==> src/rtl/qslerp_pkg.sv <==
`default_nettype none
// ----------------------------------------------------------------------------
// qslerp_pkg
// Types, formats and constants shared by the quaternion slerp pipeline.
// ----------------------------------------------------------------------------
package qslerp_pkg;

    localparam int FRAC_BITS     = 14;
    localparam int CORDIC_STAGES = 16;

    localparam int COMP_W = 16;
    localparam int FRAC_W = 17;
    localparam int THR_W  = 15;
    localparam int PATH_W = 2;

    localparam logic [THR_W-1:0]  THR_RESET = 15'd16382;
    localparam logic [FRAC_W-1:0] T_ONE     = 17'd65536;
    localparam int                T_SHIFT   = 16;

    localparam logic [PATH_W-1:0] PATH_PASS   = 2'd0;
    localparam logic [PATH_W-1:0] PATH_LINEAR = 2'd1;
    localparam logic [PATH_W-1:0] PATH_SPHERE = 2'd2;

    // dot product and its Q30 form
    localparam int PROD_W  = 2 * COMP_W;
    localparam int DOT_W   = PROD_W + 2;
    localparam int D30_W   = 32;
    localparam int MAG_W   = 31;
    localparam int D30_LSH = (30 - 2 * FRAC_BITS) > 0 ? (30 - 2 * FRAC_BITS) : 0;
    localparam int D30_RSH = (2 * FRAC_BITS - 30) > 0 ? (2 * FRAC_BITS - 30) : 0;

    // square root of a Q60 value
    localparam int SQ_W      = 61;
    localparam int ROOT_W    = 31;
    localparam int ISQ_STEPS = 31;
    localparam int ISQ_LAT   = ISQ_STEPS + 1;

    // cordic datapath
    localparam int CW      = 34;
    localparam int ANG_W   = 32;
    localparam int VEC_LAT = CORDIC_STAGES + 2;
    localparam int ROT_LAT = CORDIC_STAGES + 1;

    localparam logic [ANG_W-1:0]    HALF_PI   = 32'd1686629713;
    localparam logic [ANG_W-1:0]    FULL_PI   = 32'd3373259426;
    localparam logic signed [CW-1:0] HALF_PI_Z = CW'(HALF_PI);
    localparam logic signed [CW-1:0] FULL_PI_Z = CW'(FULL_PI);
    localparam logic signed [CW-1:0] ONE_Z     = CW'(1) <<< 30;

    // weight divider
    localparam int NUM_W     = 48;
    localparam int DEN_W     = 32;
    localparam int DIV_STEPS = NUM_W;
    localparam int DIV_LAT   = DIV_STEPS + 2;
    localparam int WT_W      = 33;
    localparam logic [NUM_W-1:0] WEIGHT_LIMIT = NUM_W'(1) << 31;

    // weighted sum
    localparam int WP_W = WT_W + COMP_W;
    localparam int PS_W = WP_W + 1;

    typedef struct packed {
        logic signed [COMP_W-1:0] first_w;
        logic signed [COMP_W-1:0] first_x;
        logic signed [COMP_W-1:0] first_y;
        logic signed [COMP_W-1:0] first_z;
        logic signed [COMP_W-1:0] second_w;
        logic signed [COMP_W-1:0] second_x;
        logic signed [COMP_W-1:0] second_y;
        logic signed [COMP_W-1:0] second_z;
        logic [FRAC_W-1:0]        fraction;
    } in_t;

    typedef struct packed {
        logic signed [COMP_W-1:0] out_w;
        logic signed [COMP_W-1:0] out_x;
        logic signed [COMP_W-1:0] out_y;
        logic signed [COMP_W-1:0] out_z;
        logic [PATH_W-1:0]        path_taken;
    } out_t;

    typedef struct packed {
        logic [3:0][COMP_W-1:0]  a;
        logic [3:0][COMP_W-1:0]  b;
        logic [FRAC_W-1:0]       t;
        logic signed [D30_W-1:0] d30;
        logic                    zero;
        logic                    sph;
        logic                    s_ok;
        logic                    ys_ok;
    } side_t;

    // atan(2^-idx) in Q30, rounded
    function automatic logic signed [CW-1:0] atan_q30(input int idx);
        logic signed [CW-1:0] v;
        unique case (idx)
            0: v = CW'(843314857);
            1: v = CW'(497837829);
            2: v = CW'(263043837);
            3: v = CW'(133525159);
            4: v = CW'(67021687);
            5: v = CW'(33543516);
            6: v = CW'(16775851);
            7: v = CW'(8388437);
            8: v = CW'(4194283);
            9: v = CW'(2097149);
            default: v = (idx <= 30) ? (CW'(1) <<< (30 - idx)) : '0;
        endcase
        return v;
    endfunction

endpackage
`default_nettype wire

==> src/rtl/qslerp_isqrt.sv <==
`default_nettype none
// ----------------------------------------------------------------------------
// qslerp_isqrt
// Pipelined floor square root of 2^60 - dsq, one result bit per stage.
// ----------------------------------------------------------------------------
module qslerp_isqrt (
    input  logic                           aclk,
    input  logic                           en,
    input  logic [qslerp_pkg::SQ_W-1:0]    dsq,
    output logic [qslerp_pkg::ROOT_W-1:0]  root
);
    import qslerp_pkg::*;

    localparam int ACC_W = SQ_W + 1;

    logic [SQ_W-1:0]  v_reg [ISQ_STEPS+1];
    logic [ACC_W-1:0] r_reg [ISQ_STEPS+1];

    always_ff @(posedge aclk) begin
        if (en) begin
            v_reg[0] <= {1'b1, {(SQ_W-1){1'b0}}} - dsq;
            r_reg[0] <= '0;
        end
    end

    for (genvar i = 1; i <= ISQ_STEPS; i++) begin : g_step
        localparam logic [ACC_W-1:0] STEP_BIT = ACC_W'(1) << (2 * (ISQ_STEPS - i));
        logic [ACC_W-1:0] trial;
        assign trial = r_reg[i-1] + STEP_BIT;

        always_ff @(posedge aclk) begin
            if (en) begin
                if ({1'b0, v_reg[i-1]} >= trial) begin
                    v_reg[i] <= v_reg[i-1] - trial[SQ_W-1:0];
                    r_reg[i] <= (r_reg[i-1] >> 1) + STEP_BIT;
                end else begin
                    v_reg[i] <= v_reg[i-1];
                    r_reg[i] <= r_reg[i-1] >> 1;
                end
            end
        end
    end

    assign root = r_reg[ISQ_STEPS][ROOT_W-1:0];

endmodule
`default_nettype wire

==> config.mk <==
export PLATFORM = sky130hd
export DESIGN_NAME = qslerp_isqrt
export DESIGN_NICKNAME = d
export VERILOG_FILES = /design/src/rtl/qslerp_pkg.sv /design/src/rtl/qslerp_isqrt.sv
export SDC_FILE = /design/constraint.sdc
export NUM_CORES = 2
export LEC_CHECK = 0
export BUFFER_PORTS_ARGS = -buffer_cell sky130_fd_sc_hd__buf_4
export CAP_MARGIN = 20
export CORE_MARGIN = 2
export CORE_UTILIZATION = 25
export DETAILED_ROUTE_END_ITERATION = 7
export GPL_TIMING_DRIVEN = 0
export PLACE_DENSITY_LB_ADDON = 0.05
export SLEW_MARGIN = 0
export SYNTH_ARGS = -nofsm -noshare
export SYNTH_HDL_FRONTEND = slang
export SYNTH_SLANG_ARGS = --single-unit
==> constraint.sdc <==
create_clock -name aclk -period 5.4 [get_ports aclk]
set_input_delay 0.54 -clock aclk [delete_from_list [all_inputs] [get_ports aclk]]
set_output_delay 0.54 -clock aclk [all_outputs]
set_load 0.1 [all_outputs]
* Word level (Yosys, flattened, before mapping)
Memory sizes are Yosys's and may differ from the RTL's. Cells that the tools add are included. Widths: inputs -> output; s select.
Storage, ports and cells: flip-flop bits (word level) 0, bits in latches 0, bits in writable memories 3936, ROM bits 0, output and inout port bits 31, word-level logic and storage cells 439, memories 2
Memories:
- r_reg | depth 32, width 62, rd ports 32, clocked after Yosys merged registers in 0, write ports 32, RTL line qslerp_isqrt.sv:17 | logic [ACC_W-1:0] r_reg [ISQ_STEPS+1];
- v_reg | depth 32, width 61, rd ports 31, clocked after Yosys merged registers in 0, write ports 32, RTL line qslerp_isqrt.sv:16 | logic [SQ_W-1:0] v_reg [ISQ_STEPS+1];
Operators by class: $add $sub $neg 94, multiply operators 0, divide/modulo/power cells 0, $lt $le $gt $ge 31, equality and inequality tests 0, shifts and indexed selects 0, multiplexer cells 250, bitwise operators 62, reduce and logical (&&, ||, !) cells 0
Operator list (count):
- $ge 61x62->1 | 31
- $mux 62 | 31
- $mux 61 | 31
- $sub 61x61->61 | 31
- $mux 1 | 188
- $add 61x1->62 const B | 1
- $add 61x11->62 const B | 1
- $add 61x13->62 const B | 1
- $add 61x15->62 const B | 1
- $add 61x17->62 const B | 1
- $add 61x19->62 const B | 1
- $add 61x21->62 const B | 1
- $add 61x23->62 const B | 1
- $add 61x25->62 const B | 1
- $add 61x27->62 const B | 1
- $add 61x29->62 const B | 1
- $add 61x3->62 const B | 1
- $add 61x31->62 const B | 1
- $add 61x33->62 const B | 1
- $add 61x35->62 const B | 1
- $add 61x37->62 const B | 1
- $add 61x39->62 const B | 1
- $add 61x41->62 const B | 1
- $add 61x43->62 const B | 1
- 45 further kinds | 106

* Depth between registers and ports, before layout
depth in word-level cells 6, depth in mapped cells 14, mapped depth without buffers 12

* Worst setup path before layout
OpenSTA, ideal clock, no wires.
path kind input -> register, start in en, end mem r_reg[1][870] in the netlist's numbering (enable), setup time 482 ps, data arrival time 3584 ps, required time 4918 ps, setup slack 1334 ps, stages on the path 3, path through clkbuf_1 clkbuf_1 clkbuf_1
RTL lines:
- start: declaration | RTL line qslerp_isqrt.sv:8 | input logic en,
- end: declaration | RTL line qslerp_isqrt.sv:17

==> impl_metrics.ini <==
[outcome]
status = complete, no violations

[route]
vias = 76000
dr.pass1.iters = 5
wirelength_um = 374000
viasPerCell = 4.65
drc = 0
drtIter0Drc = 5901
wl_per_cell_um = 22.9
final_antenna_net_count = 0

[cells_and_area]
seqCellArea_um2 = 71700
final_util_pct = 29.5
final_common_cell = edfxtp_1
nNetsFinal = 10500
largest_register_ffs = 1891
multi_input_area_um2 = 40800
area_growth_pct = 17.3
drive_gt1_share_pct = 7.64
instances_no_fill = 16300
mostFrequentLayoutCells = 2387 x edfxtp_1, 727 x nand2_1, 646 x inv_1
fillers = 46600

[flow_run]
maxCapViolations = 0

[clocking]
path_clk_slew_ns = 0.06
cts_htree_levels = 5
cts_root_buf = clkbuf_16
cts_buffers = 304
clkSinkCount = 2387
postCtsSetupBuffers = 0
cts_max_path_buffers = 4
cts_tree = done
clk_latency_ns = 0.94

[place]
dp_hpwl_um = 293000
dp_cells = 15700
port-buffer-count = 93
gp_congestion = 0.880

[die]
start_util_pct = 25.1
fp.dieH_um = 685
dieArea_um2 = 469000
die_x_um = 685
rows = 249
core_area_um2 = 461000
ioPinCount = 94

[yosys]
synth_async_sr_flop_share_pct = 0
synth_edf_count = 2387
synth_seq_area_share_pct = 61.9
ys.flop_type = edfxtp_1
syn_area_per_cell_um2 = 12.3
yosys_warnings = 0
yosys_register_bits = 2387
syn_area_um2 = 116000
syn_inst = 9406
synth_top_area_share_pct = 61.9
synth_cell_types = 88
synth_top_area_cell = edfxtp_1
yosys-top-cells-area = edfxtp_1 62%, ha_1 5.7%, xnor2_1 3.5%
synth_fp_nets = 9994

[sta]
worstMarginPinSlew_ns = 1.23
setup_viol = 0
fmax_ghz = 0.191
fin_crit_ns = 5.24
slew_headroom_pct = 16.8
drv_slew = 0
rsz0062_at_grt = false
hold_viol = 0
fin_crit_sh_pct = 97.1
fin_worst_skew_ns = 0.0569

[pwr]
p_per_area_nw_per_um2 = 426
leakage_nw = 49.0
ir_worst_vdd_uv = 221

[global_routing]
grt_pass1_wl_um = 541000
antenna_found_initial = 12
overflow = 0
track_usage_pct = 15.5
grt_max_degree = 71
grt_pass1_vias = 76100

[setup_path]
worstPathCellList = inv_1 -> ha_1 -> nor2b_1 -> o31a_1 -> o31ai_1 -> a2111oi_0 -> buf_2 -> o21a_1 -> nor3_2 -> buf_2 -> buf_2 -> o21ai_0
critPathBufInv = 4
worstSetupStartpointType = flop
critPathRequiredTime_ns = 6.01
crit_arrival_ns = 5.86
critPathMostFrequentCell = buf_2
slowest_delay_ns = 0.85
critPathCaptureType = flop
cp_top_family = compound AO/OA/AOI/OAI gates
crit_type = flop to flop
slowest_stage = o31ai_1
worstPathMaxFanout = 10

[worst_hold_path]
hp-class = input port to flop
## through the flow
step | hold slack, ns | instance area [µm²] | power (W) | worst slack [ns] | TNS, ns
after CTS | 0.0226 | 136000 | 0.0587 | 0.0567 | 0
after detailed placement | 0.405 | 125000 | 0.0382 | -0.0173 | -0.0173
final | 0.113 | 136000 | 0.0579 | 0.159 | 0
after global routing | 0.0620 | 136000 | 0.0610 | 0.0235 | 0
after floorplan | 0.400 | 116000 | 0.0334 | 1.33 | 0
after global placement | 0.407 | 124000 | 0.0383 | -3.25 | -6275.53
## routing by layer
layer  vias to the layer above  track usage [%]  part of all wire (%)
li1                      36400                -                     -
met3                       441             2.34                   5.1
met5                         -                0                     0
met4                         0             3.84                   2.4
met1                     37400             21.9                    47
met2                      1788             25.0                    45
## kinds of logic (layout without fill, tap and decap cells)
logic type / count (synthesis) / in the layout / share of synthesized area, %
compound gates: 1757 / 1757 / 9.39
xor+xnor: 849 / 849 / 6.42
fa+ha+maj: 525 / 525 / 5.68
buf+inv: 892 / 1673 / 2.92
flops: 2387 / 2387 / 61.9
mux: 62 / 62 / 0.586
other cells: 0 / 8 / 0
simple gates: 2934 / 2934 / 13.1
## path summary, 6_finish.rpt
kind	startpoint	end	slack (ns)	cells past startpoint
min	dsq[43]	v_reg[0][43]	0.11	3
max	r_reg[1][810]	v_reg[1][883]	0.16	12
max reg2reg	r_reg[1][810]	v_reg[1][883]	0.16	12
min reg2reg	v_reg[0][27]	v_reg[0][88]	0.41	0
## power by group
group | internal [W] | total (W) | switching [W]
logic | 0.00460 | 0.0124 | 0.00776
registers | 0.0235 | 0.0256 | 0.00212
clock network | 0.0117 | 0.0199 | 0.00823
## synth_stat cells, drive strengths merged (75+ instances only)
master  number
nand3      165
xnor2      469
nand4      181
ha         524
o21ai      538
nor4       338
nor2       550
inv        647
nand2      727
a21oi      501
or3        110
edfxtp    2387
nor3       272
a21o       207
xor2       380
clkbuf     219
nand2b     111
or4         78
nor2b       75
## worst reg2reg max path: cells and delay by family, from the launching register on
family | cells | cell delay (ns)
AO/OA/AOI/OAI | 5 | 1.88
adder cells (fa/ha/maj) | 1 | 0.46
AND/OR/NAND/NOR | 2 | 0.86
flip-flops | 1 | 0.48
buffers and inverters | 4 | 1.29
## cell type report
type	count	area share [%]
flip-flops and latches	2387	52.8
multi-input cells	6127	30.0
clock buffers	360	5.88
well taps	6149	5.66
repair buffers	232	1.85
inverters	649	1.79
clock inverters	189	1.23
plain buffers	243	0.785
diodes	8	0.0147
## timing repair
action / in CTS / in global routing
endpoints found under the setup margin: 1 / 31
hold buffers: 87 / 0
endpoints found under the hold margin: 60 / 0
resized for setup: 1 / 6
(Power assumes the default switching activity.)
