[config.mk]
export PLATFORM = sky130hd
export DESIGN_NAME = qslerp_cordic_rot
export DESIGN_NICKNAME = d
export VERILOG_FILES = /design/src/rtl/qslerp_pkg.sv /design/src/rtl/qslerp_cordic_rot.sv
export SDC_FILE = /design/constraint.sdc
export NUM_CORES = 2
export LEC_CHECK = 0
export BUFFER_PORTS_ARGS = -buffer_cell sky130_fd_sc_hd__buf_2
export CAP_MARGIN = 10
export CORE_ASPECT_RATIO = 1.2
export CORE_UTILIZATION = 35
export CTS_CLUSTER_DIAMETER = 100
export DETAILED_ROUTE_END_ITERATION = 6
export PLACE_DENSITY = 0.59
export SLEW_MARGIN = 20
export SYNTH_ARGS = -nofsm -noshare
export SYNTH_HDL_FRONTEND = slang
export SYNTH_SLANG_ARGS = --single-unit
[constraint.sdc]
create_clock -name aclk -period 5.6 [get_ports aclk]
set_clock_uncertainty 0.15 [all_clocks]
set_input_delay 0.28 -clock aclk [delete_from_list [all_inputs] [get_ports aclk]]
set_output_delay 0.28 -clock aclk [all_outputs]
set_load 0.01 [all_outputs]
[src/rtl/qslerp_pkg.sv]
`default_nettype none
// ----------------------------------------------------------------------------
// qslerp_pkg
// Types, formats and constants shared by the quaternion slerp pipeline.
// ----------------------------------------------------------------------------
package qslerp_pkg;

    localparam int FRAC_BITS     = 14;
    localparam int CORDIC_STAGES = 16;

    localparam int COMP_W = 16;
    localparam int FRAC_W = 17;
    localparam int THR_W  = 15;
    localparam int PATH_W = 2;

    localparam logic [THR_W-1:0]  THR_RESET = 15'd16382;
    localparam logic [FRAC_W-1:0] T_ONE     = 17'd65536;
    localparam int                T_SHIFT   = 16;

    localparam logic [PATH_W-1:0] PATH_PASS   = 2'd0;
    localparam logic [PATH_W-1:0] PATH_LINEAR = 2'd1;
    localparam logic [PATH_W-1:0] PATH_SPHERE = 2'd2;

    // dot product and its Q30 form
    localparam int PROD_W  = 2 * COMP_W;
    localparam int DOT_W   = PROD_W + 2;
    localparam int D30_W   = 32;
    localparam int MAG_W   = 31;
    localparam int D30_LSH = (30 - 2 * FRAC_BITS) > 0 ? (30 - 2 * FRAC_BITS) : 0;
    localparam int D30_RSH = (2 * FRAC_BITS - 30) > 0 ? (2 * FRAC_BITS - 30) : 0;

    // square root of a Q60 value
    localparam int SQ_W      = 61;
    localparam int ROOT_W    = 31;
    localparam int ISQ_STEPS = 31;
    localparam int ISQ_LAT   = ISQ_STEPS + 1;

    // cordic datapath
    localparam int CW      = 34;
    localparam int ANG_W   = 32;
    localparam int VEC_LAT = CORDIC_STAGES + 2;
    localparam int ROT_LAT = CORDIC_STAGES + 1;

    localparam logic [ANG_W-1:0]    HALF_PI   = 32'd1686629713;
    localparam logic [ANG_W-1:0]    FULL_PI   = 32'd3373259426;
    localparam logic signed [CW-1:0] HALF_PI_Z = CW'(HALF_PI);
    localparam logic signed [CW-1:0] FULL_PI_Z = CW'(FULL_PI);
    localparam logic signed [CW-1:0] ONE_Z     = CW'(1) <<< 30;

    // weight divider
    localparam int NUM_W     = 48;
    localparam int DEN_W     = 32;
    localparam int DIV_STEPS = NUM_W;
    localparam int DIV_LAT   = DIV_STEPS + 2;
    localparam int WT_W      = 33;
    localparam logic [NUM_W-1:0] WEIGHT_LIMIT = NUM_W'(1) << 31;

    // weighted sum
    localparam int WP_W = WT_W + COMP_W;
    localparam int PS_W = WP_W + 1;

    typedef struct packed {
        logic signed [COMP_W-1:0] first_w;
        logic signed [COMP_W-1:0] first_x;
        logic signed [COMP_W-1:0] first_y;
        logic signed [COMP_W-1:0] first_z;
        logic signed [COMP_W-1:0] second_w;
        logic signed [COMP_W-1:0] second_x;
        logic signed [COMP_W-1:0] second_y;
        logic signed [COMP_W-1:0] second_z;
        logic [FRAC_W-1:0]        fraction;
    } in_t;

    typedef struct packed {
        logic signed [COMP_W-1:0] out_w;
        logic signed [COMP_W-1:0] out_x;
        logic signed [COMP_W-1:0] out_y;
        logic signed [COMP_W-1:0] out_z;
        logic [PATH_W-1:0]        path_taken;
    } out_t;

    typedef struct packed {
        logic [3:0][COMP_W-1:0]  a;
        logic [3:0][COMP_W-1:0]  b;
        logic [FRAC_W-1:0]       t;
        logic signed [D30_W-1:0] d30;
        logic                    zero;
        logic                    sph;
        logic                    s_ok;
        logic                    ys_ok;
    } side_t;

    // atan(2^-idx) in Q30, rounded
    function automatic logic signed [CW-1:0] atan_q30(input int idx);
        logic signed [CW-1:0] v;
        unique case (idx)
            0: v = CW'(843314857);
            1: v = CW'(497837829);
            2: v = CW'(263043837);
            3: v = CW'(133525159);
            4: v = CW'(67021687);
            5: v = CW'(33543516);
            6: v = CW'(16775851);
            7: v = CW'(8388437);
            8: v = CW'(4194283);
            9: v = CW'(2097149);
            default: v = (idx <= 30) ? (CW'(1) <<< (30 - idx)) : '0;
        endcase
        return v;
    endfunction

endpackage
`default_nettype wire

[src/rtl/qslerp_cordic_rot.sv]
`default_nettype none
// ----------------------------------------------------------------------------
// qslerp_cordic_rot
// Pipelined rotation cordic: gain-scaled sine of an angle from 0 to pi.
// ----------------------------------------------------------------------------
module qslerp_cordic_rot (
    input  logic                              aclk,
    input  logic                              en,
    input  logic [qslerp_pkg::ANG_W-1:0]      phi,
    output logic signed [qslerp_pkg::CW-1:0]  sine
);
    import qslerp_pkg::*;

    logic signed [CW-1:0] x_reg [CORDIC_STAGES+1];
    logic signed [CW-1:0] y_reg [CORDIC_STAGES+1];
    logic signed [CW-1:0] z_reg [CORDIC_STAGES+1];

    // fold the second quadrant onto the first
    always_ff @(posedge aclk) begin
        if (en) begin
            x_reg[0] <= ONE_Z;
            y_reg[0] <= '0;
            if (phi > HALF_PI) begin
                z_reg[0] <= CW'(FULL_PI - phi);
            end else begin
                z_reg[0] <= CW'(phi);
            end
        end
    end

    for (genvar i = 1; i <= CORDIC_STAGES; i++) begin : g_stage
        localparam logic signed [CW-1:0] ATAN = atan_q30(i - 1);

        always_ff @(posedge aclk) begin
            if (en) begin
                if (z_reg[i-1] >= 0) begin
                    x_reg[i] <= x_reg[i-1] - (y_reg[i-1] >>> (i - 1));
                    y_reg[i] <= y_reg[i-1] + (x_reg[i-1] >>> (i - 1));
                    z_reg[i] <= z_reg[i-1] - ATAN;
                end else begin
                    x_reg[i] <= x_reg[i-1] + (y_reg[i-1] >>> (i - 1));
                    y_reg[i] <= y_reg[i-1] - (x_reg[i-1] >>> (i - 1));
                    z_reg[i] <= z_reg[i-1] + ATAN;
                end
            end
        end
    end

    assign sine = y_reg[CORDIC_STAGES];

endmodule
`default_nettype wire

# [Word-level counts from Yosys, hierarchy flattened]
# Memories as Yosys holds them, arrays and structs flattened.
# Cells that the tools add are included.
[classes] n_addsub=96 bitwise=49 mux=153 magnitude_cmp=17
[ops] cell="two-way mux 34 bit" count=49
[ops] cell="greater-or-equal comparator 34 x 1 -> 1 bit, second input constant" count=16
[ops] cell="two-way mux 1 bit" count=104
[ops] cell="adder 34 x 19 -> 34 bit" count=2
[ops] cell="adder 34 x 20 -> 34 bit" count=2
[ops] cell="adder 34 x 21 -> 34 bit" count=2
[ops] cell="adder 34 x 22 -> 34 bit" count=2
[ops] cell="adder 34 x 22 -> 34 bit, second input constant" count=2
[ops] cell="adder 34 x 23 -> 34 bit" count=2
[ops] cell="adder 34 x 24 -> 34 bit" count=2
[ops] cell="adder 34 x 25 -> 34 bit" count=2
[ops] cell="adder 34 x 26 -> 34 bit" count=2
[ops] cell="adder 34 x 27 -> 34 bit" count=2
[ops] cell="adder 34 x 28 -> 34 bit" count=2
[ops] cell="adder 34 x 29 -> 34 bit" count=2
[ops] cell="adder 34 x 30 -> 34 bit" count=2
[ops] cell="adder 34 x 31 -> 34 bit" count=2
[ops] cell="adder 34 x 32 -> 34 bit" count=2
[ops] cell="adder 34 x 33 -> 34 bit" count=2
[ops] cell="subtractor 34 x 19 -> 34 bit" count=2
[ops] cell="subtractor 34 x 20 -> 34 bit" count=2
[ops] cell="subtractor 34 x 21 -> 34 bit" count=2
[ops] cell="subtractor 34 x 22 -> 34 bit" count=2
[ops] cell="subtractor 34 x 22 -> 34 bit, second input constant" count=2
[ops] cell="44 further kinds" count=104
[totals] wordCells=318 reg_bits=0 output_inout_bits=34 mem_bits_rw=1734 inputBits=34 memories=3
[memory_table] name="x_reg" words=17 word_bits=34 rd=16 rd_clocked_by_memory_dff=0 write_ports=17 line_no="qslerp_cordic_rot.sv:14" text="logic signed [CW-1:0] x_reg [CORDIC_STAGES+1];"
[memory_table] name="y_reg" words=17 word_bits=34 rd=17 rd_clocked_by_memory_dff=0 write_ports=17 line_no="qslerp_cordic_rot.sv:15" text="logic signed [CW-1:0] y_reg [CORDIC_STAGES+1];"
[memory_table] name="z_reg" words=17 word_bits=34 rd=16 rd_clocked_by_memory_dff=0 write_ports=17 line_no="qslerp_cordic_rot.sv:16" text="logic signed [CW-1:0] z_reg [CORDIC_STAGES+1];"

# [Depth between registers and ports, before layout]
[depth] ltp_word=5 depth_mapped=24 ltp_nobuf=23

# [Worst setup path after synthesis]
# No wires, ideal clock.
[synth_timing] path_type="reg2reg" start="memory z_reg[4][33]" end="memory z_reg[5][30], data pin" period_less_slack_ns=5.390 stages_incl_launch_ff=21 t_arrival_ns=4.981 n_path_buf=6 setup_time_ns=0.259 required_ns=5.191 slack_ns=0.210 path_cell_list="edfxtp_1 clkbuf_1 nand2_2 buf_1 clkbuf_1 clkbuf_1 buf_1 clkbuf_1 xnor2_1 ha_1 or3_1 a31o_2 and2_1 o21ai_0 o21ai_0 a31oi_1 o21ai_1 a221oi_1 o21ai_1 a31oi_1 xnor2_1"
[synth_rtl] element="start, declared" line_no="qslerp_cordic_rot.sv:16"

==> flow_metrics.py <==
metrics = {
    "sta": {
        "hold_slack_ns": 0.113,
        "fin_ws_ns": 0.264,
        "fin_crit_sh_pct": 95.3,
        "slew_violations": 0,
        "setup_viol_count_final": 0,
        "setup-tns-final_ns": 0,
        "fmax_ghz": 0.187,
        "period_minus_slack_ns": 5.34,
        "tightestPinTransition_ns": 1.20,
        "grt_setup_unrepaired": "no",
        "maxSlewHeadroom_pct": 18.3,
        "final-hold-violation-count": 0,
    },
    "placement": {
        "place_ws_ns": 0.304,
        "gp_routability_congestion": 0.922,
        "detailed_place_hpwl_mm": 198,
        "port-buffer-count": 67,
    },
    "synthesis": {
        "number_of_flops_mapped_to_enable_cells_by_yosys": 1132,
        "async_flop_share_pct": 0,
        "synth_top_area_share_pct": 36.2,
        "synth.avg_cell_area_um2": 9.48,
        "yosys.area.top_type": "edfxtp_1",
        "syn-num-nets": 10800,
        "proportion_of_synthesized_chip_area_in_sequential_cells_pct": 36.2,
        "netlist_instances": 9901,
        "synth_cell_type_count": 108,
        "synth_top_cells_by_area": "edfxtp_1, ha_1, xnor2_1, a21oi_1, xor2_1",
        "synth_flop_cell": "edfxtp_1",
        "synth.ff_latch_count": 1132,
        "ys_warn_count": 0,
        "synth_area_um2": 93900,
    },
    "cts": {
        "path_clk_slew_ns": 0.06,
        "clock-sinks": 1132,
        "clock_tree.buffer_depth": 4,
        "cts_inserted_buffers": 149,
        "cts_h_tree_depth": 4,
        "cts_root_buf": "clkbuf_16",
        "cts_setup_buffers": 0,
        "ctsHoldBuffers": 57,
        "post_cts_resized": 0,
        "worst_skew_pair.late_latency_ns": 0.82,
        "cts_tree": "built",
    },
    "setup_path": {
        "path_max_fanout": 4,
        "reg2reg_depth": 19,
        "timing.critical_path.required_ns": 6.00,
        "timing.rr.start": "y_reg[9][17]",
        "ff2ff_setup_slack_ns": 0.26,
        "critical_path_arrival_ns": 5.73,
        "worstSetupEndpointType": "flop",
        "criticalPathCategory": "reg -> reg",
        "r2r-end": "x_reg[10][32]",
        "cp-start-kind": "flop",
    },
    "detailed_routing": {
        "post-route-drc-count": 2,
        "post_drt_wl_per_cell_um": 18.4,
        "drt-pass1-iter-count": 7,
        "route.antenna.remaining_nets": 0,
        "detailroute.via_count": 74200,
        "wirelength_mm": 250,
        "drt-initial-drc-count": 4615,
        "via_per_inst": 5.44,
    },
    "status": {
        "violated_checks": "design-rule violations",
        "run_status": "finished with violations",
    },
    "floorplan": {
        "fp.dieW_um": 475,
        "die_area_um2": 270000,
        "floorplan.die.height_um": 569,
        "core_area_um2": 266000,
        "core.rowCount": 207,
        "pin_count": 68,
        "start_util_pct": 35.3,
    },
    "finish": {
        "fill_cell_instance_count_of_the_final_layout": 26200,
        "area.growth.synth_to_final_pct": 10.5,
        "finalNetCount": 10900,
        "largest_reg_flops": 430,
        "final_layout_size_suffix_gt1_share_pct": 6.11,
        "multi_input_area_um2": 56900,
        "sequential_cell_area_um2": 34000,
    },
    "global_route": {
        "grt_first_pass_wirelength_mm": 392,
        "largest_net_degree_at_the_start_of_global_routing": 162,
        "grt_antenna_before_repair": 6,
        "grt_util_met1_pct": 19.2,
        "met3_usage_pct": 1.73,
        "grt_pass1_vias": 73500,
        "grt-busiest-layer": "met2",
        "grt_overflow": 0,
        "use_met2_pct": 34.5,
        "grt_usage_pct": 18.0,
    },
    "worst_hold_path": {
        "hp_start": "phi[0]",
        "hold-path-endpoint": "z_reg[0][0]",
        "hold_class": "in -> reg",
        "min_delay_path_depth": 2,
    },
    "run": {
        "maxCapViolations": 0,
    },
}
## cell type report
type                            count  area share [%]
Multi-Input combinational cell   7989            54.9
Sequential cell                  1132            32.8
Tap cell                         3553            4.29
Clock buffer                      181            3.75
Timing Repair Buffer              298            2.22
Inverter                          390            1.41
Clock inverter                     78           0.693
Antenna cell                        2         0.00483
## worst max-delay path by stage
stage          depth (start not counted)  slack [ns]          from       endpoint
2_1_floorplan                         20        0.21  z_reg[4][33]   z_reg[5][30]
3_3_place_gp                          19        0.16  y_reg[9][18]  x_reg[10][32]
3_5_place_dp                          19        0.30  y_reg[9][17]  x_reg[10][32]
4_1_cts                               19        0.28  y_reg[9][17]  x_reg[10][32]
5_1_grt                               19       0.009  y_reg[9][17]  x_reg[10][32]
6_report                              19        0.26  y_reg[9][17]  x_reg[10][32]
## cell usage in the layout (no fill, tap or decap), types with 66 or more instances in the layout
cell type	instances
a21o_1	381
a31oi_1	106
or3_1	81
nand3_1	193
nor2b_1	124
and3_1	91
o21a_1	127
nand2_1	606
xnor2_1	1078
a211oi_1	73
buf_4	168
o21ai_0	544
clkbuf_16	151
nand2b_1	149
xor2_1	383
ha_1	871
nor2_1	723
o31ai_1	93
edfxtp_1	1132
nand4_1	84
o21bai_1	106
buf_2	66
inv_1	381
nor3_1	228
a21oi_1	949
## per-layer routing
layer,vias to the layer above,share of wire (%)
li1,36700,-
met1,35400,39
met2,1512,53
met3,531,3.2
met4,0,5.1
met5,-,0
## cells by family (layout without fill, tap and decap cells)
family	count (synthesis)	count (layout)	synth area share (%)
adder cells (fa/ha/maj)	926	926	12.5
flip-flops	1132	1132	36.2
AND/OR/NAND/NOR	2568	2568	13.3
XOR/XNOR	1461	1461	13.6
buffers and inverters	780	947	3.21
AO/OA/AOI/OAI	2945	2945	20.1
other	0	2	0
multiplexers	89	89	1.00
## critical path: stages (launching register included)
cell      delay [ns]
edfxtp_1        0.40
or4_1           0.58
nor4_1          0.30
nand2b_1        0.10
or2_2           0.31
or3_1           0.34
nand2_1         0.10
xnor2_1         0.13
ha_1            0.28
a41o_1          0.25
a21oi_1         0.17
o21ai_0         0.12
a221o_1         0.32
or3_1           0.31
o31a_1          0.27
a31o_2          0.26
nor3_1          0.22
o21bai_1        0.12
a21oi_1         0.22
xnor2_1         0.12
## metrics by stage
stage | cells | utilization [%] | instance area, um2
6_report | 13600 | 39.0 | 104000
5_1_grt | 13600 | 39.0 | 104000
4_1_cts | 13600 | 39.0 | 104000
3_5_place_dp | 13300 | 37.1 | 98500
3_3_place_gp | 13300 | 37.1 | 98500
2_1_floorplan | 9901 | - | 93900
## synthesized netlist by cell type, types with 30 or more instances
library cell / count
xnor2_1: 1078
and3_1: 91
o41ai_1: 42
mux2i_1: 50
nand4_1: 84
nand2_1: 608
nor4_1: 61
xor2_1: 383
clkbuf_1: 282
or2_2: 38
fa_1: 30
o21bai_1: 106
a211oi_1: 73
o31ai_1: 93
o21ai_0: 545
nor2b_1: 124
a21o_1: 381
nand3_1: 193
o21a_1: 127
edfxtp_1: 1132
nor2_1: 723
a21oi_1: 949
o22ai_1: 40
nand2b_1: 149
a31oi_1: 106
a21boi_0: 46
o211ai_1: 52
ha_1: 871
nor3_1: 228
mux2_2: 39
inv_1: 385
or3_1: 81
and2_1: 47
buf_1: 68
Power is left out: the tool's default activity adds up to more than one toggle a clock period on the data nets, which glitch-free logic cannot reach.
