--- src/rtl/qslerp_pkg.sv ---
`default_nettype none
// ----------------------------------------------------------------------------
// qslerp_pkg
// Types, formats and constants shared by the quaternion slerp pipeline.
// ----------------------------------------------------------------------------
package qslerp_pkg;

    localparam int FRAC_BITS     = 14;
    localparam int CORDIC_STAGES = 16;

    localparam int COMP_W = 16;
    localparam int FRAC_W = 17;
    localparam int THR_W  = 15;
    localparam int PATH_W = 2;

    localparam logic [THR_W-1:0]  THR_RESET = 15'd16382;
    localparam logic [FRAC_W-1:0] T_ONE     = 17'd65536;
    localparam int                T_SHIFT   = 16;

    localparam logic [PATH_W-1:0] PATH_PASS   = 2'd0;
    localparam logic [PATH_W-1:0] PATH_LINEAR = 2'd1;
    localparam logic [PATH_W-1:0] PATH_SPHERE = 2'd2;

    // dot product and its Q30 form
    localparam int PROD_W  = 2 * COMP_W;
    localparam int DOT_W   = PROD_W + 2;
    localparam int D30_W   = 32;
    localparam int MAG_W   = 31;
    localparam int D30_LSH = (30 - 2 * FRAC_BITS) > 0 ? (30 - 2 * FRAC_BITS) : 0;
    localparam int D30_RSH = (2 * FRAC_BITS - 30) > 0 ? (2 * FRAC_BITS - 30) : 0;

    // square root of a Q60 value
    localparam int SQ_W      = 61;
    localparam int ROOT_W    = 31;
    localparam int ISQ_STEPS = 31;
    localparam int ISQ_LAT   = ISQ_STEPS + 1;

    // cordic datapath
    localparam int CW      = 34;
    localparam int ANG_W   = 32;
    localparam int VEC_LAT = CORDIC_STAGES + 2;
    localparam int ROT_LAT = CORDIC_STAGES + 1;

    localparam logic [ANG_W-1:0]    HALF_PI   = 32'd1686629713;
    localparam logic [ANG_W-1:0]    FULL_PI   = 32'd3373259426;
    localparam logic signed [CW-1:0] HALF_PI_Z = CW'(HALF_PI);
    localparam logic signed [CW-1:0] FULL_PI_Z = CW'(FULL_PI);
    localparam logic signed [CW-1:0] ONE_Z     = CW'(1) <<< 30;

    // weight divider
    localparam int NUM_W     = 48;
    localparam int DEN_W     = 32;
    localparam int DIV_STEPS = NUM_W;
    localparam int DIV_LAT   = DIV_STEPS + 2;
    localparam int WT_W      = 33;
    localparam logic [NUM_W-1:0] WEIGHT_LIMIT = NUM_W'(1) << 31;

    // weighted sum
    localparam int WP_W = WT_W + COMP_W;
    localparam int PS_W = WP_W + 1;

    typedef struct packed {
        logic signed [COMP_W-1:0] first_w;
        logic signed [COMP_W-1:0] first_x;
        logic signed [COMP_W-1:0] first_y;
        logic signed [COMP_W-1:0] first_z;
        logic signed [COMP_W-1:0] second_w;
        logic signed [COMP_W-1:0] second_x;
        logic signed [COMP_W-1:0] second_y;
        logic signed [COMP_W-1:0] second_z;
        logic [FRAC_W-1:0]        fraction;
    } in_t;

    typedef struct packed {
        logic signed [COMP_W-1:0] out_w;
        logic signed [COMP_W-1:0] out_x;
        logic signed [COMP_W-1:0] out_y;
        logic signed [COMP_W-1:0] out_z;
        logic [PATH_W-1:0]        path_taken;
    } out_t;

    typedef struct packed {
        logic [3:0][COMP_W-1:0]  a;
        logic [3:0][COMP_W-1:0]  b;
        logic [FRAC_W-1:0]       t;
        logic signed [D30_W-1:0] d30;
        logic                    zero;
        logic                    sph;
        logic                    s_ok;
        logic                    ys_ok;
    } side_t;

    // atan(2^-idx) in Q30, rounded
    function automatic logic signed [CW-1:0] atan_q30(input int idx);
        logic signed [CW-1:0] v;
        unique case (idx)
            0: v = CW'(843314857);
            1: v = CW'(497837829);
            2: v = CW'(263043837);
            3: v = CW'(133525159);
            4: v = CW'(67021687);
            5: v = CW'(33543516);
            6: v = CW'(16775851);
            7: v = CW'(8388437);
            8: v = CW'(4194283);
            9: v = CW'(2097149);
            default: v = (idx <= 30) ? (CW'(1) <<< (30 - idx)) : '0;
        endcase
        return v;
    endfunction

endpackage
`default_nettype wire

--- src/rtl/qslerp_cordic_vec.sv ---
`default_nettype none
// ----------------------------------------------------------------------------
// qslerp_cordic_vec
// Pipelined vectoring cordic: angle of (d, s) in Q30 radians, 0 to pi.
// ----------------------------------------------------------------------------
module qslerp_cordic_vec (
    input  logic                                 aclk,
    input  logic                                 en,
    input  logic signed [qslerp_pkg::D30_W-1:0]  d30,
    input  logic [qslerp_pkg::ROOT_W-1:0]        s30,
    output logic [qslerp_pkg::ANG_W-1:0]         theta
);
    import qslerp_pkg::*;

    logic signed [CW-1:0] x_reg [CORDIC_STAGES+1];
    logic signed [CW-1:0] y_reg [CORDIC_STAGES+1];
    logic signed [CW-1:0] z_reg [CORDIC_STAGES+1];
    logic [ANG_W-1:0]     theta_reg;
    logic signed [CW-1:0] xi;
    logic signed [CW-1:0] yi;

    assign xi = CW'(d30);
    assign yi = CW'(s30);

    // left half plane: turn by -pi/2 first
    always_ff @(posedge aclk) begin
        if (en) begin
            if (xi < 0) begin
                x_reg[0] <= yi;
                y_reg[0] <= -xi;
                z_reg[0] <= HALF_PI_Z;
            end else begin
                x_reg[0] <= xi;
                y_reg[0] <= yi;
                z_reg[0] <= '0;
            end
        end
    end

    for (genvar i = 1; i <= CORDIC_STAGES; i++) begin : g_stage
        localparam logic signed [CW-1:0] ATAN = atan_q30(i - 1);

        always_ff @(posedge aclk) begin
            if (en) begin
                if (y_reg[i-1] > 0) begin
                    x_reg[i] <= x_reg[i-1] + (y_reg[i-1] >>> (i - 1));
                    y_reg[i] <= y_reg[i-1] - (x_reg[i-1] >>> (i - 1));
                    z_reg[i] <= z_reg[i-1] + ATAN;
                end else begin
                    x_reg[i] <= x_reg[i-1] - (y_reg[i-1] >>> (i - 1));
                    y_reg[i] <= y_reg[i-1] + (x_reg[i-1] >>> (i - 1));
                    z_reg[i] <= z_reg[i-1] - ATAN;
                end
            end
        end
    end

    always_ff @(posedge aclk) begin
        if (en) begin
            if (z_reg[CORDIC_STAGES] < 0) begin
                theta_reg <= '0;
            end else if (z_reg[CORDIC_STAGES] > FULL_PI_Z) begin
                theta_reg <= FULL_PI;
            end else begin
                theta_reg <= z_reg[CORDIC_STAGES][ANG_W-1:0];
            end
        end
    end

    assign theta = theta_reg;

endmodule
`default_nettype wire

--- config.mk ---
export PLATFORM = sky130hd
export DESIGN_NAME = qslerp_cordic_vec
export DESIGN_NICKNAME = d
export VERILOG_FILES = /design/src/rtl/qslerp_pkg.sv /design/src/rtl/qslerp_cordic_vec.sv
export SDC_FILE = /design/constraint.sdc
export NUM_CORES = 2
export LEC_CHECK = 0
export BUFFER_PORTS_ARGS = -buffer_cell sky130_fd_sc_hd__buf_4
export CAP_MARGIN = 40
export CELL_PAD_IN_SITES_DETAIL_PLACEMENT = 0
export CELL_PAD_IN_SITES_GLOBAL_PLACEMENT = 1
export CORE_MARGIN = 2
export CORE_UTILIZATION = 56
export CTS_BUF_LIST = sky130_fd_sc_hd__clkbuf_4 sky130_fd_sc_hd__clkbuf_8 sky130_fd_sc_hd__clkbuf_16
export CTS_CLUSTER_SIZE = 16
export DETAILED_ROUTE_END_ITERATION = 12
export GPL_TIMING_DRIVEN = 0
export PLACE_DENSITY_LB_ADDON = 0.1
export SYNTH_ARGS = -nofsm -noshare
export SYNTH_HDL_FRONTEND = slang
export SYNTH_SLANG_ARGS = --single-unit
--- constraint.sdc ---
create_clock -name aclk -period 9.4 [get_ports aclk]
set_input_delay 0.94 -clock aclk [delete_from_list [all_inputs] [get_ports aclk]]
set_output_delay 0.94 -clock aclk [all_outputs]
set_load 0.005 [all_outputs]
* Yosys cells after proc, flatten, opt, wreduce, memory -nomap -nowiden
Memories as Yosys holds them, arrays and structs flattened. Index checks and enable logic that the tools add are counted.
Cells by class: add/subtract/negate cells 96, $lt $le $gt $ge 19, mux-type cells 154, bitwise operators 51, reduce and logical (&&, ||, !) cells 1
Operator list (number):
- 34-bit 2-to-1 mux | 51
- 34-bit by 1-bit > comparator with 1-bit output (second input constant) | 16
- 1-bit 2-to-1 mux | 102
- 34-bit by 19-bit adder with 34-bit output | 2
- 34-bit by 20-bit adder with 34-bit output | 2
- 34-bit by 21-bit adder with 34-bit output | 2
- 34-bit by 22-bit adder with 34-bit output | 2
- 34-bit by 22-bit adder with 34-bit output (second input constant) | 2
- 34-bit by 23-bit adder with 34-bit output | 2
- 34-bit by 24-bit adder with 34-bit output | 2
- 34-bit by 25-bit adder with 34-bit output | 2
- 34-bit by 26-bit adder with 34-bit output | 2
- 34-bit by 27-bit adder with 34-bit output | 2
- 34-bit by 28-bit adder with 34-bit output | 2
- 34-bit by 29-bit adder with 34-bit output | 2
- 34-bit by 30-bit adder with 34-bit output | 2
- 34-bit by 31-bit adder with 34-bit output | 2
- 34-bit by 32-bit adder with 34-bit output | 2
- 34-bit by 33-bit adder with 34-bit output | 2
- 34-bit by 19-bit subtractor with 34-bit output | 2
- 34-bit by 20-bit subtractor with 34-bit output | 2
- 34-bit by 21-bit subtractor with 34-bit output | 2
- 34-bit by 22-bit subtractor with 34-bit output | 2
- 34-bit by 22-bit subtractor with 34-bit output (second input constant) | 2
- other kinds (48) | 110
Word-level totals: flip-flop bits (word level) 32, RAM bits 1734, output and inout port bits 32, word-level logic and storage cells 326, memories 3
Memories:
- x_reg | words 17, width 34, rd ports 16, clocked after Yosys merged registers in 0, wr ports 17, RTL line qslerp_cordic_vec.sv:15 | logic signed [CW-1:0] x_reg [CORDIC_STAGES+1];
- y_reg | words 17, width 34, rd ports 16, clocked after Yosys merged registers in 0, wr ports 17, RTL line qslerp_cordic_vec.sv:16 | logic signed [CW-1:0] y_reg [CORDIC_STAGES+1];
- z_reg | words 17, width 34, rd ports 17, clocked after Yosys merged registers in 0, wr ports 17, RTL line qslerp_cordic_vec.sv:17 | logic signed [CW-1:0] z_reg [CORDIC_STAGES+1];

* Depth between registers and ports, before layout
An unclocked memory read counts as a cell.
depth after elaboration 6, gate-level depth with buffers 27

* Worst setup path before layout
Ideal clock, no wire load.
path kind reg2reg, start memory y_reg[4][13], end memory x_reg[5][32], data pin, arrival time 6209 ps, required time 9134 ps, path slack 2925 ps, stages on the path, launching flop included 27, buffers on the path 2, path through edfxtp_1 > or3_4 > nor3_2 > nand3_1 > or2_1 > or4_4 > or3_1 > or4_1 > and2_1 > buf_6 > inv_1 > buf_2 > nor2_1 > xnor2_1 > ha_1 > nor2b_1 > o31ai_1 > a21oi_1 > o41a_1 > a211o_1 > a2111oi_0 > o21bai_1 > nor3b_1 > a21oi_1 > a41oi_1 > mux2i_1 > o211ai_1
RTL lines (RTL line):
- from (decl) | qslerp_cordic_vec.sv:16
- to (decl) | qslerp_cordic_vec.sv:15

==> impl_results.md <==
- Largest net degree at the start of global routing: 69
- Critical path startpoint category: flip-flop
- F_max: 0.119 GHz
- Yosys cell types: 93
- Seq/Total Area, Yosys: 37.1%
- Initial antenna violation count: 9
- DPL Wire Length: 284000 µm
- Die footprint: 233000 µm²
- Via/cell ratio: 6.10
- Worst slew pin tran: 1.02 ns
- Io pins: 97
- Largest register FFs: 544
- Port bufs: 96
- Synth Cell Area: 128000 µm²
- Fin. max-slew vios: 0
- Setup TNS: 0 ns
- GRT Residual Overflow: 0
- Critical Path AT: roughly 9 ns
- Vias: 102118
- Final setup viols: 0
- Iter 0 DRT Violations: ~8000
- Slew HR: 31.3%
- Initial core utilization: between 50% and 60%
- Post-Syn Instances: 13279
- Required time of the worst setup path: approximately 10 ns
- Uppermost routed layer: met5
- Number of detailed-route iterations in the first pass: 7
- CP Capture Type: flip-flop
- Synthesized area per cell: 9.66 µm²
- CTS root buf: clkbuf_16
- FF+latch count, synth: 1585
- DRC violations left: 0
- Routed wire length: 354000 µm
- Post-synth EDFFs: about 1600
- DR WL/cell: 21.1 µm
- Antenna viol nets, final: 0
- Final Critical Period: 8.43 ns
- Non-Filler Instances: 16753
- Core region area: 227000 µm²
- Vias in the first global route: 97004
- CTS Sinks: ~1600
- Worst min path class: reg2reg
- CTS tree: done
- Clock Path Buffers: 3
- Std-Cell Rows: 175
- Vert. Die Dim: about 480 µm
- CTS Hold Buffers Added: 0
- Fin. Hold Viols: 0
- Synthesis warning total: 0
- Die width: 483 µm
- CTS HTree Levels: 4
- Status: completed
- Max-cap violation count: 0
- Post-CTS Setup Repair Bufs: 0
- Routed met2 length: 165000 µm
- GRT Total Usage: ~30%
- Ratio of cells with drive above 1 in the final layout: 4.97%
- RSZ-0062 raised after global routing: false
- Resize count post-CTS: 0
- First-pass GRT wire length: 546000 µm
- Post-Route M1 WL: between 150000 and 200000 µm
- Latest clock arrival within the worst-skew pair: between 0.8 and 0.9 ns
- GPL Wtd Cong: approximately 0.97
- Layout area overhead: 9.05%
- Worst-path fanout max: 23
- Nets@finish: 15080
- Placed instance count: 16427
- WS Path Type: reg2reg
- CTS buffer count: between 150 and 200
- Asr flop ratio synth: 0%
- Clock Skews: 0.0779 ns
- Mapped Nets: 14762
- Period utilisation layout: 89.7%
- Main synth FF type: edfxtp_1
- Worst-path clk slew: about 0.06 ns
- Routed met3 length: 20500 µm
## placed cells by master, fill, tap and decap left out, drive strengths merged, types with 55 or more instances in the layout
master  count
ha       1374
a21o      575
edfxtp   1585
and2       58
mux2       55
and3       85
nor4      117
o21bai    166
nor2     1063
or3       127
nor3      261
a211oi     90
buf       181
clkinv     70
xor2      602
inv       642
nor2b     212
or2        60
a31oi      93
nand4     111
or4        78
xnor2    1251
o21a      200
a21oi    1258
o41ai      79
o21ai     859
nand3     205
clkbuf    407
o31ai     194
nand2     767
a21boi     71
nand2b    221
## through the flow
step                      area (µm²)  worst slack [ns]  hold WS (ns)  util [%]
after CTS                     140000              1.03         0.353      61.5
after global placement        133000             -2.40         0.403      58.4
final                         140000             0.972         0.402      61.5
after detailed placement      134000             0.532         0.405      58.7
after floorplan               128000              2.92         0.400         -
after global routing          140000             0.637         0.371      61.5
## cell type report
cell class	count	area, µm²
fillers	19155	87600
multi-input cells	10812	77300
flip-flops and latches	1585	47600
clock buffers	199	4560
well taps	3009	3760
inverters	631	2370
clock inverters	121	1700
repair buffers	141	1500
plain buffers	251	1070
diodes	4	10.0
## kinds of logic (layout without fill, tap and decap cells)
family          Yosys count  in the layout  share of synthesized area (%)
compound gates         3974           3974                           19.5
xor+xnor               1853           1853                           12.7
fa+ha+maj              1418           1418                           14.1
buf+inv                 882           1343                           2.62
flops                  1585           1585                           37.1
mux                      93             93                          0.779
other cells               1              5                        0.00292
simple gates           3473           3473                           13.2
## critical path, stage by stage (launching register included)
cell,delay [ns]
edfxtp_1,0.49
nor3_2,0.30
and3b_1,0.28
nand3_1,0.20
or2_1,0.34
or4_4,0.45
or3_1,0.49
or4_1,0.67
and2_1,0.26
buf_6,0.15
inv_1,0.07
buf_2,0.58
nor2_1,0.11
xor2_1,0.18
ha_1,0.35
nor2b_1,0.14
o21ai_0,0.09
a21boi_0,0.35
o21ai_0,0.25
o21ai_0,0.66
a31oi_1,0.36
o311ai_0,0.65
nand2_1,0.17
o21ai_0,0.26
o21a_1,0.15
nor2_1,0.05
xnor2_1,0.13
## layer usage
| layer | GRT usage, % | vias to the layer above |
|---|---|---|
| met5 | 0 | - |
| met4 | 10.6 | 6 |
| met3 | 4.17 | 582 |
| met2 | 49.0 | 2920 |
| met1 | 39.6 | 48837 |
| li1 | - | 49773 |
## cells in the mapped netlist, types with 23 or more instances
library cell,number,area share [%]
clkbuf_1,207,0.61
o31ai_1,194,1.1
o21a_1,199,1.2
ha_1,1374,13
and3_1,85,0.41
nor2_1,1063,3.1
fa_1,44,0.69
a211o_1,24,0.16
inv_1,620,1.8
mux2i_1,38,0.30
and2_1,58,0.28
or2_2,58,0.28
nand4_1,111,0.54
a21o_1,575,3.4
nor4_1,114,0.56
nor3_1,258,1.0
nand3_1,205,0.80
xnor2_1,1251,8.5
a21oi_1,1256,4.9
nand2_1,764,2.2
nand2b_1,221,1.1
or3_1,124,0.60
o21bai_1,166,0.97
xor2_1,602,4.1
nor2b_1,212,1.0
o21ai_0,834,3.3
o2111ai_1,24,0.16
mux2_2,55,0.48
a21boi_0,71,0.42
nor3b_1,30,0.18
buf_1,26,0.076
a31oi_1,93,0.45
edfxtp_1,1585,37
a211oi_1,90,0.53
o22ai_1,23,0.11
o31a_1,46,0.31
or4_1,73,0.43
o211ai_1,46,0.27
o41ai_1,78,0.53
## final timing paths
path | start | end | slack, ns | depth (start not counted)
min reg2reg | z_reg[10][8] | z_reg[11][8] | 0.40 | 0
max reg2reg | y_reg[4][7] | y_reg[5][32] | 0.97 | 26
max | y_reg[4][7] | y_reg[5][32] | 0.97 | 26
min | z_reg[10][8] | z_reg[11][8] | 0.40 | 0
Power is left out: the tool's default activity adds up to more than one toggle a clock period on the data nets, which glitch-free logic cannot reach.
